**src/ptcm_pkg.sv**
```systemverilog
// ----------------------------------------------------------------------------
// ptcm_pkg
// Shared types and constants for the prepaid time-credit meter: the item and
// result beats, operation and register codes, sequencer states and the
// request/response bundles of the shared divider.
// ----------------------------------------------------------------------------
package ptcm_pkg;

  localparam int CREDIT_W   = 14;
  localparam int WORD_W     = 16;
  localparam int DISP_W     = 11;
  localparam int CNT_W      = 4;
  localparam int PROD_W     = 2 * WORD_W;
  localparam int DIVIDEND_W = PROD_W + 4;
  localparam int DIVISOR_W  = WORD_W + 4;
  localparam int CFG_IDX_W  = 2;

  // x / 10 as (x * DIV10_RECIP) >> DIV10_SHIFT, exact for any 14-bit x
  localparam int DIV10_RECIP = 6554;
  localparam int DIV10_SHIFT = 16;
  localparam int DIV10_PROD_W = CREDIT_W + 13;

  localparam logic [2:0] OP_RESTORE = 3'd0;
  localparam logic [2:0] OP_ADD     = 3'd1;
  localparam logic [2:0] OP_REFUND  = 3'd2;
  localparam logic [2:0] OP_DISPLAY = 3'd3;
  localparam logic [2:0] OP_MINUTE  = 3'd4;

  localparam logic [CFG_IDX_W-1:0] CFG_TIME_PER_UNIT  = 2'd0;
  localparam logic [CFG_IDX_W-1:0] CFG_MONEY_PER_UNIT = 2'd1;
  localparam logic [CFG_IDX_W-1:0] CFG_FACTORY_MODE   = 2'd2;

  typedef struct packed {
    logic [2:0]        opcode;
    logic [WORD_W-1:0] load_value;
    logic              load_ok;
    logic [WORD_W-1:0] money_amount;
  } item_t;

  typedef struct packed {
    logic [CREDIT_W-1:0] time_left;
    logic [DISP_W-1:0]   display_minutes;
    logic                flash_bit;
    logic                relay_on;
    logic                display_valid;
    logic                save_request;
    logic [WORD_W-1:0]   refund_amount;
    logic                clear_event;
  } result_t;

  typedef enum logic [2:0] {
    ST_IDLE,
    ST_DECODE,
    ST_MUL,
    ST_SCALE,
    ST_DIV,
    ST_DONE
  } state_t;

  typedef struct packed {
    logic                  start;
    logic [DIVIDEND_W-1:0] dividend;
    logic [DIVISOR_W-1:0]  divisor;
  } div_req_t;

  typedef struct packed {
    logic                  done;
    logic [DIVIDEND_W-1:0] quotient;
  } div_rsp_t;

endpackage

```
**src/ptcm_div.sv**
```systemverilog
// ----------------------------------------------------------------------------
// ptcm_div
// Restoring unsigned divider, one quotient bit per cycle. Pulses done with the
// last step's result; the quotient holds until the next start.
// ----------------------------------------------------------------------------
module ptcm_div (
  input  logic               clk,
  input  logic               rst,
  input  ptcm_pkg::div_req_t req,
  output ptcm_pkg::div_rsp_t rsp
);
  import ptcm_pkg::*;

  localparam int STEP_W = $clog2(DIVIDEND_W);
  localparam logic [STEP_W-1:0] LAST_STEP = STEP_W'(DIVIDEND_W - 1);

  logic                  busy;
  logic                  done;
  logic [STEP_W-1:0]     step;
  logic [DIVIDEND_W-1:0] quo;
  logic [DIVISOR_W-1:0]  rem;
  logic [DIVISOR_W-1:0]  divisor;

  logic [DIVISOR_W:0]    rem_sh;
  logic [DIVISOR_W:0]    diff;
  logic [DIVISOR_W-1:0]  rem_next;
  logic [DIVIDEND_W-1:0] quo_next;

  always_comb begin
    rem_sh = {rem, quo[DIVIDEND_W-1]};
    diff   = rem_sh - {1'b0, divisor};
    if (!diff[DIVISOR_W]) begin
      rem_next = diff[DIVISOR_W-1:0];
      quo_next = {quo[DIVIDEND_W-2:0], 1'b1};
    end else begin
      rem_next = rem_sh[DIVISOR_W-1:0];
      quo_next = {quo[DIVIDEND_W-2:0], 1'b0};
    end
  end

  always_ff @(posedge clk) begin
    if (rst) begin
      busy <= 1'b0;
      done <= 1'b0;
      step <= '0;
    end else begin
      done <= 1'b0;
      if (req.start) begin
        busy <= 1'b1;
        step <= '0;
      end else if (busy) begin
        step <= step + 1'b1;
        if (step == LAST_STEP) begin
          busy <= 1'b0;
          done <= 1'b1;
        end
      end
    end
  end

  always_ff @(posedge clk) begin
    if (req.start) begin
      quo     <= req.dividend;
      rem     <= '0;
      divisor <= req.divisor;
    end else if (busy) begin
      quo <= quo_next;
      rem <= rem_next;
    end
  end

  assign rsp.done     = done;
  assign rsp.quotient = quo;

endmodule

```
**src/prepaid_time_credit_meter.sv**
```systemverilog
// ----------------------------------------------------------------------------
// prepaid_time_credit_meter
// Time-credit meter: restore, add money, refund query, display tick and
// minute tick, with add and refund scaled through a shared multiply/divide.
// Restore, display, minute and unknown items: result loaded from ST_DECODE.
// Add money and refund: ST_MUL, ST_SCALE, the 36-step shared divider, ST_DONE.
// One item at a time; a new item is taken once the result register is loaded.
// Reset: credit 100, flash phase and save count 0, rates 1, factory mode off.
// ----------------------------------------------------------------------------
module prepaid_time_credit_meter #(
  parameter int CREDIT_CAP    = 14400,
  parameter int SAVE_INTERVAL = 10
) (
  input  logic                                 clk,
  input  logic                                 rst,
  input  logic                                 item_valid,
  output logic                                 item_stall,
  input  ptcm_pkg::item_t                      item,
  output logic                                 result_valid,
  input  logic                                 result_stall,
  output ptcm_pkg::result_t                    result,
  input  logic                                 cfg_write,
  input  logic [ptcm_pkg::CFG_IDX_W-1:0]       cfg_index,
  input  logic [ptcm_pkg::WORD_W-1:0]          cfg_data
);
  import ptcm_pkg::*;

  localparam logic [CREDIT_W-1:0] CAP     = CREDIT_W'(CREDIT_CAP);
  localparam logic [WORD_W-1:0]   CAP_W   = WORD_W'(CREDIT_CAP);
  localparam logic [CNT_W:0]      SAVE_IV = (CNT_W + 1)'(SAVE_INTERVAL);
  localparam logic [CREDIT_W-1:0] TEN     = CREDIT_W'(10);

  state_t              state, state_next;
  item_t               item_r;
  logic [WORD_W-1:0]   time_per_unit;
  logic [WORD_W-1:0]   money_per_unit;
  logic                factory_mode;
  logic [CREDIT_W-1:0] credit, credit_next;
  logic                flash_phase, flash_phase_next;
  logic [CNT_W-1:0]    save_cnt, save_cnt_next;
  logic [PROD_W-1:0]   prod;
  logic                result_load;
  result_t             result_next;

  logic [WORD_W-1:0]       mul_a, mul_b;
  logic [WORD_W-1:0]       tpu_nz, mpu_nz;
  logic [DIVISOR_W-1:0]    tpu_x;
  logic [DIVIDEND_W-1:0]   prod_x;
  logic [DIV10_PROD_W-1:0] disp_prod;
  logic [CNT_W:0]          cnt_inc;
  logic [CREDIT_W:0]       add_sum;
  logic [CREDIT_W-1:0]     add_sat;
  logic                    out_free;
  logic                    is_add;
  div_req_t                div_req;
  div_rsp_t                div_rsp;

  ptcm_div u_div (
    .clk (clk),
    .rst (rst),
    .req (div_req),
    .rsp (div_rsp)
  );

  assign out_free   = !result_valid || !result_stall;
  assign item_stall = (state != ST_IDLE);
  assign is_add     = (item_r.opcode == OP_ADD);
  assign tpu_nz     = (time_per_unit == '0) ? WORD_W'(1) : time_per_unit;
  assign mpu_nz     = (money_per_unit == '0) ? WORD_W'(1) : money_per_unit;
  assign mul_a      = is_add ? item_r.money_amount : WORD_W'(credit);
  assign mul_b      = is_add ? time_per_unit : money_per_unit;
  assign tpu_x      = (DIVISOR_W'(tpu_nz) << 3) + (DIVISOR_W'(tpu_nz) << 1);
  assign prod_x     = (DIVIDEND_W'(prod) << 3) + (DIVIDEND_W'(prod) << 1);
  assign disp_prod  = DIV10_PROD_W'(credit) * DIV10_PROD_W'(DIV10_RECIP);
  assign cnt_inc    = {1'b0, save_cnt} + 1'b1;

  always_comb begin
    div_req.start    = (state == ST_SCALE);
    div_req.dividend = is_add ? prod_x : DIVIDEND_W'(prod);
    div_req.divisor  = is_add ? DIVISOR_W'(mpu_nz) : tpu_x;
  end

  // saturating add of the scaled credit
  always_comb begin
    if (|div_rsp.quotient[DIVIDEND_W-1:CREDIT_W]) begin
      add_sum = {1'b0, CAP};
    end else begin
      add_sum = {1'b0, credit} + {1'b0, div_rsp.quotient[CREDIT_W-1:0]};
    end
    add_sat = (add_sum > {1'b0, CAP}) ? CAP : add_sum[CREDIT_W-1:0];
  end

  always_comb begin
    state_next       = state;
    credit_next      = credit;
    flash_phase_next = flash_phase;
    save_cnt_next    = save_cnt;
    result_load      = 1'b0;
    result_next      = '0;
    unique case (state)
      ST_IDLE: begin
        if (item_valid) begin
          state_next = ST_DECODE;
        end
      end
      ST_DECODE: begin
        if (item_r.opcode == OP_ADD || item_r.opcode == OP_REFUND) begin
          state_next = ST_MUL;
        end else if (out_free) begin
          state_next  = ST_IDLE;
          result_load = 1'b1;
          case (item_r.opcode)
            OP_RESTORE: begin
              if (!item_r.load_ok || item_r.load_value > CAP_W) begin
                credit_next              = '0;
                result_next.save_request = 1'b1;
                result_next.clear_event  = 1'b1;
              end else begin
                credit_next = item_r.load_value[CREDIT_W-1:0];
              end
            end
            OP_DISPLAY: begin
              if (!factory_mode) begin
                result_next.display_valid = 1'b1;
                if (credit != '0) begin
                  flash_phase_next            = ~flash_phase;
                  result_next.display_minutes =
                    disp_prod[DIV10_SHIFT +: DISP_W];
                  result_next.flash_bit       = ~flash_phase;
                  result_next.relay_on        = 1'b1;
                end
              end
            end
            OP_MINUTE: begin
              if (credit > TEN) begin
                credit_next = credit - TEN;
              end else if (credit != '0) begin
                credit_next              = '0;
                result_next.save_request = 1'b1;
                result_next.clear_event  = 1'b1;
              end
              if (cnt_inc >= SAVE_IV) begin
                save_cnt_next = '0;
                if (credit_next != '0) begin
                  result_next.save_request = 1'b1;
                end
              end else begin
                save_cnt_next = cnt_inc[CNT_W-1:0];
              end
            end
            default: begin
            end
          endcase
          result_next.time_left = credit_next;
        end
      end
      ST_MUL: begin
        state_next = ST_SCALE;
      end
      ST_SCALE: begin
        state_next = ST_DIV;
      end
      ST_DIV: begin
        if (div_rsp.done) begin
          state_next = ST_DONE;
        end
      end
      ST_DONE: begin
        if (out_free) begin
          state_next  = ST_IDLE;
          result_load = 1'b1;
          if (is_add) begin
            credit_next              = add_sat;
            result_next.save_request = 1'b1;
          end else if (|div_rsp.quotient[DIVIDEND_W-1:WORD_W]) begin
            result_next.refund_amount = '1;
          end else begin
            result_next.refund_amount = div_rsp.quotient[WORD_W-1:0];
          end
          result_next.time_left = credit_next;
        end
      end
      default: begin
        state_next = ST_IDLE;
      end
    endcase
  end

  always_ff @(posedge clk) begin
    if (rst) begin
      state          <= ST_IDLE;
      credit         <= CREDIT_W'(100);
      flash_phase    <= 1'b0;
      save_cnt       <= '0;
      result_valid   <= 1'b0;
      time_per_unit  <= WORD_W'(1);
      money_per_unit <= WORD_W'(1);
      factory_mode   <= 1'b0;
    end else begin
      state       <= state_next;
      credit      <= credit_next;
      flash_phase <= flash_phase_next;
      save_cnt    <= save_cnt_next;
      if (result_load) begin
        result_valid <= 1'b1;
      end else if (!result_stall) begin
        result_valid <= 1'b0;
      end
      if (cfg_write) begin
        unique case (cfg_index)
          CFG_TIME_PER_UNIT:  time_per_unit  <= cfg_data;
          CFG_MONEY_PER_UNIT: money_per_unit <= cfg_data;
          CFG_FACTORY_MODE:   factory_mode   <= cfg_data[0];
          default: begin
          end
        endcase
      end
    end
  end

  // payload registers
  always_ff @(posedge clk) begin
    if (state == ST_IDLE && item_valid) begin
      item_r <= item;
    end
    if (state == ST_MUL) begin
      prod <= PROD_W'(mul_a) * PROD_W'(mul_b);
    end
    if (result_load) begin
      result <= result_next;
    end
  end

endmodule
```
**config.mk**
```make
export PLATFORM = sky130hd
export DESIGN_NAME = prepaid_time_credit_meter
export DESIGN_NICKNAME = d
export VERILOG_FILES = /design/src/ptcm_pkg.sv /design/src/ptcm_div.sv /design/src/prepaid_time_credit_meter.sv
export SDC_FILE = /design/constraint.sdc
export NUM_CORES = 1
export LEC_CHECK = 0
export ABC_CLOCK_PERIOD_IN_PS = 7200
export BUFFER_PORTS_ARGS = -buffer_cell sky130_fd_sc_hd__buf_2
export CORE_MARGIN = 1
export CORE_UTILIZATION = 55
export CTS_CLUSTER_DIAMETER = 60
export DETAILED_ROUTE_END_ITERATION = 12
export PLACE_DENSITY = 0.81
export SLEW_MARGIN = 25
export SYNTH_ARGS = -nofsm -noshare
export SYNTH_HDL_FRONTEND = slang
export SYNTH_SLANG_ARGS = --single-unit
```
**constraint.sdc**
```tcl
create_clock -name clk -period 7.2 [get_ports clk]
set_clock_uncertainty 0.15 [all_clocks]
set_input_delay 1.44 -clock clk [delete_from_list [all_inputs] [get_ports clk]]
set_output_delay 1.44 -clock clk [all_outputs]
set_load 0.01 [all_outputs]
```
==> reports/metrics.csv <==
metric,value,unit
Period minus WS final,7079,ps
Slew @ Worst Pin,1063,ps
Initial Utilization,0.5629,
CP Max Fanout,6,
Layout Nets,3820,
vias per cell,6.006,
clk slew on worst S/H paths,70,ps
via count,23160,
WHS,353.3,ps
final hold vios,0,
Leak,0.01457,uW
synth warn,0,
post-synth top area share,0.1931,
f_max,141.3,MHz
GRT Overall Usage,0.3459,
arrival time worst endpoint,7220,ps
Peak supply drop,160.4,uV
mapped cell area,26430,sq um
die extent in y,221.2,microns
Core Rows,79,
global route overflow,0,
Power Dens Cells,182.2,nW/um^2
H-tree lvl count,2,
area delta synth->final,16.86,%
# clock sinks,254,
IO Port Bufs,106,
total CTS buffers,34,
largest net degree at the start of global routing,60,
reg2reg end,prod[26]$_DFFE_PP_,
hold path cells,2,
Slew Limit Headroom,0.2812,
Yosys reg bits,254,
post-synth net total,3547,
antenna violations before repair,2,
fraction of layout cells with a size suffix above 1,0.1557,
DRC errors left,0,
WL/cell,22.02,microns
post-DP HPWL,67120,microns
antenna-violating nets left,0,
Post-synth EDFFs,170,
FF-to-FF Start,item_r[33]$_DFFE_PP_,
worst r2r path cells,31,
startpoint class of the critical path,flip-flop,
Max Root-Sink Buffers,3,
root buf cell,clkbuf_16,
final setup violation count,0,
drt pass-1 iters,6,
Critical Path End Type,flip-flop,
via count of the first global-routing pass,22750,
Detailed Route Iter0 Violations,2433,
Power Total,5628,uW
core area,46950,sq um
"Avg Cell Area, Syn",8.975,sq um
crit path max-delay cell type,fa_2,
cell taking the most area after synthesis,edfxtp_1,
critical path required time,7340,ps
Ports,107,
Final Cycle Share,0.9832,
outcome,finished clean,
r2r setup slk,120,ps
share of flip-flops with an asynchronous set or reset,0,
final worst setup slack,120.6,ps
Gate Count Post-Synth,2945,
Hold WC Path Type,reg2reg,
DRT Wirelength,84930,microns
Area contributors post-synth,"edfxtp_1 (19%), fa_1 (19%), ha_1 (14%)",
Die Wd,221.2,microns
Max-cap violations,0,
die area,48940,sq um
register area share after synthesis,0.2568,
Main synth FF type,edfxtp_1,
CTS tree,built,
Place WS,-274.6,ps
Netlist cell types,76,
global-route wire length before repair,131200,microns
hold endpoint,money_per_unit[5]$_SDFFE_PP0P_,
RePlAce Congestion,1.064,
CP max stage delay,620,ps
HP Start,money_per_unit[5]$_SDFFE_PP0P_,
CTS hold repair buffers,0,
Final Max Slew Viols,0,
RSZ-0062 raised after global routing,yes,
clk_lat worst skew,560,ps
kind of critical path,reg2reg,
-- critical path, delay by kind of cell, from the launching register on --
family | cells | cell delay (ps)
flip-flops | 1 | 450
buffers and inverters | 12 | 1140
AO/OA/AOI/OAI | 5 | 550
multiplexers | 1 | 280
XOR/XNOR | 1 | 120
AND/OR/NAND/NOR | 5 | 620
adder cells (fa/ha/maj) | 7 | 3500
-- cell families (layout without fill, tap and decap cells) --
family | after synthesis | count (layout) | share of synthesized area
mux | 42 | 42 | 0.01600
fa+ha+maj | 543 | 543 | 0.3269
other cells | 0 | 5 | 0
compound gates | 593 | 593 | 0.1408
buf+inv | 494 | 791 | 0.07049
xor+xnor | 107 | 107 | 0.03574
flops | 254 | 254 | 0.2568
simple gates | 912 | 914 | 0.1533
-- metal layers --
layer	global-route usage	routed length, microns
met5	0	9
met4	0.09745	2519
met3	0.06201	8970
met2	0.5282	37070
met1	0.5027	36360
-- registers in the layout, indices dropped and copies added, names as in the netlist, 3 cells and up --
name	flops
u_div.step	6
time_per_unit	16
save_cnt	4
u_div.quo	36
item_r	36
result	46
money_per_unit	16
state	3
credit	14
prod	32
u_div.divisor	20
u_div.rem	20
-- final cells by class --
| type | count | area, sq um |
|---|---|---|
| multi-input cells | 2199 | 18170 |
| fillers | 3762 | 16060 |
| flip-flops and latches | 254 | 6788 |
| repair buffers | 341 | 2499 |
| inverters | 388 | 1456 |
| clock buffers | 40 | 924.6 |
| well taps | 607 | 759.5 |
| clock inverters | 22 | 279.0 |
| diodes | 5 | 12.51 |
-- Yosys cell counts, drive strengths merged, types with 38 or more instances --
cell    number
a21oi      197
nand2      401
o21ai      129
inv        388
xnor2       64
and3        42
dfxtp       84
a21o        38
edfxtp     170
fa         246
o21a        41
mux2i       40
nor2       246
ha         297
nor3        40
clkbuf      98
xor2        43
-- report_power, final --
part	switching, uW	leakage (uW)	internal, uW	total, uW
Combinational	1200	0.0117	836	2030
Clock	741	0.000588	1090	1830
Sequential	89.8	0.00226	1670	1760
Total	2030	0.0146	3600	5630
-- per-stage QoR --
| stage | cells | util | instance area [sq um] | TNS (ps) |
|---|---|---|---|---|
| final | 3856 | 0.6579 | 30890 | 0 |
| after detailed placement | 3759 | 0.6165 | 28950 | -1891 |
| after CTS | 3825 | 0.6443 | 30250 | 0 |
| after global placement | 3759 | 0.6165 | 28950 | -594.7 |
| after global routing | 3851 | 0.6576 | 30870 | -391.9 |
| after floorplan | 2945 | - | 26490 | 0 |
-- how the worst max path moves through the flow --
stage                                    start            endpoint  depth (start not counted)  slack (ps)
final                     item_r[33]$_DFFE_PP_  prod[26]$_DFFE_PP_                         31         120
after CTS                 item_r[34]$_DFFE_PP_  prod[31]$_DFFE_PP_                         26           2
after global routing      item_r[35]$_DFFE_PP_  prod[31]$_DFFE_PP_                         25         -80
after floorplan           item_r[35]$_DFFE_PP_  prod[31]$_DFFE_PP_                         28          10
after detailed placement  item_r[35]$_DFFE_PP_  prod[31]$_DFFE_PP_                         27        -270
after global placement    item_r[35]$_DFFE_PP_  prod[31]$_DFFE_PP_                         27        -180
-- timing repair --
action,CTS,global route
resized for setup,19,94
gates cloned,2,1
pin swaps,3,44
endpoints found under the setup margin,15,15
endpoints found under the hold margin,0,0
buffers inserted,2,24
-- cells in the final DEF, fill, tap and decap left out, drive strengths merged, types with 43 or more instances in the layout --
| cell | synthesis | layout |
|---|---|---|
| o21ai | 129 | 129 |
| dfxtp | 84 | 84 |
| buf | 8 | 340 |
| inv | 388 | 398 |
| a21oi | 197 | 197 |
| xor2 | 43 | 43 |
| ha | 297 | 297 |
| nand2 | 401 | 401 |
| fa | 246 | 246 |
| xnor2 | 64 | 64 |
| edfxtp | 170 | 170 |
| nor2 | 246 | 247 |
No activity file was read; power rests on OpenSTA's default activity.
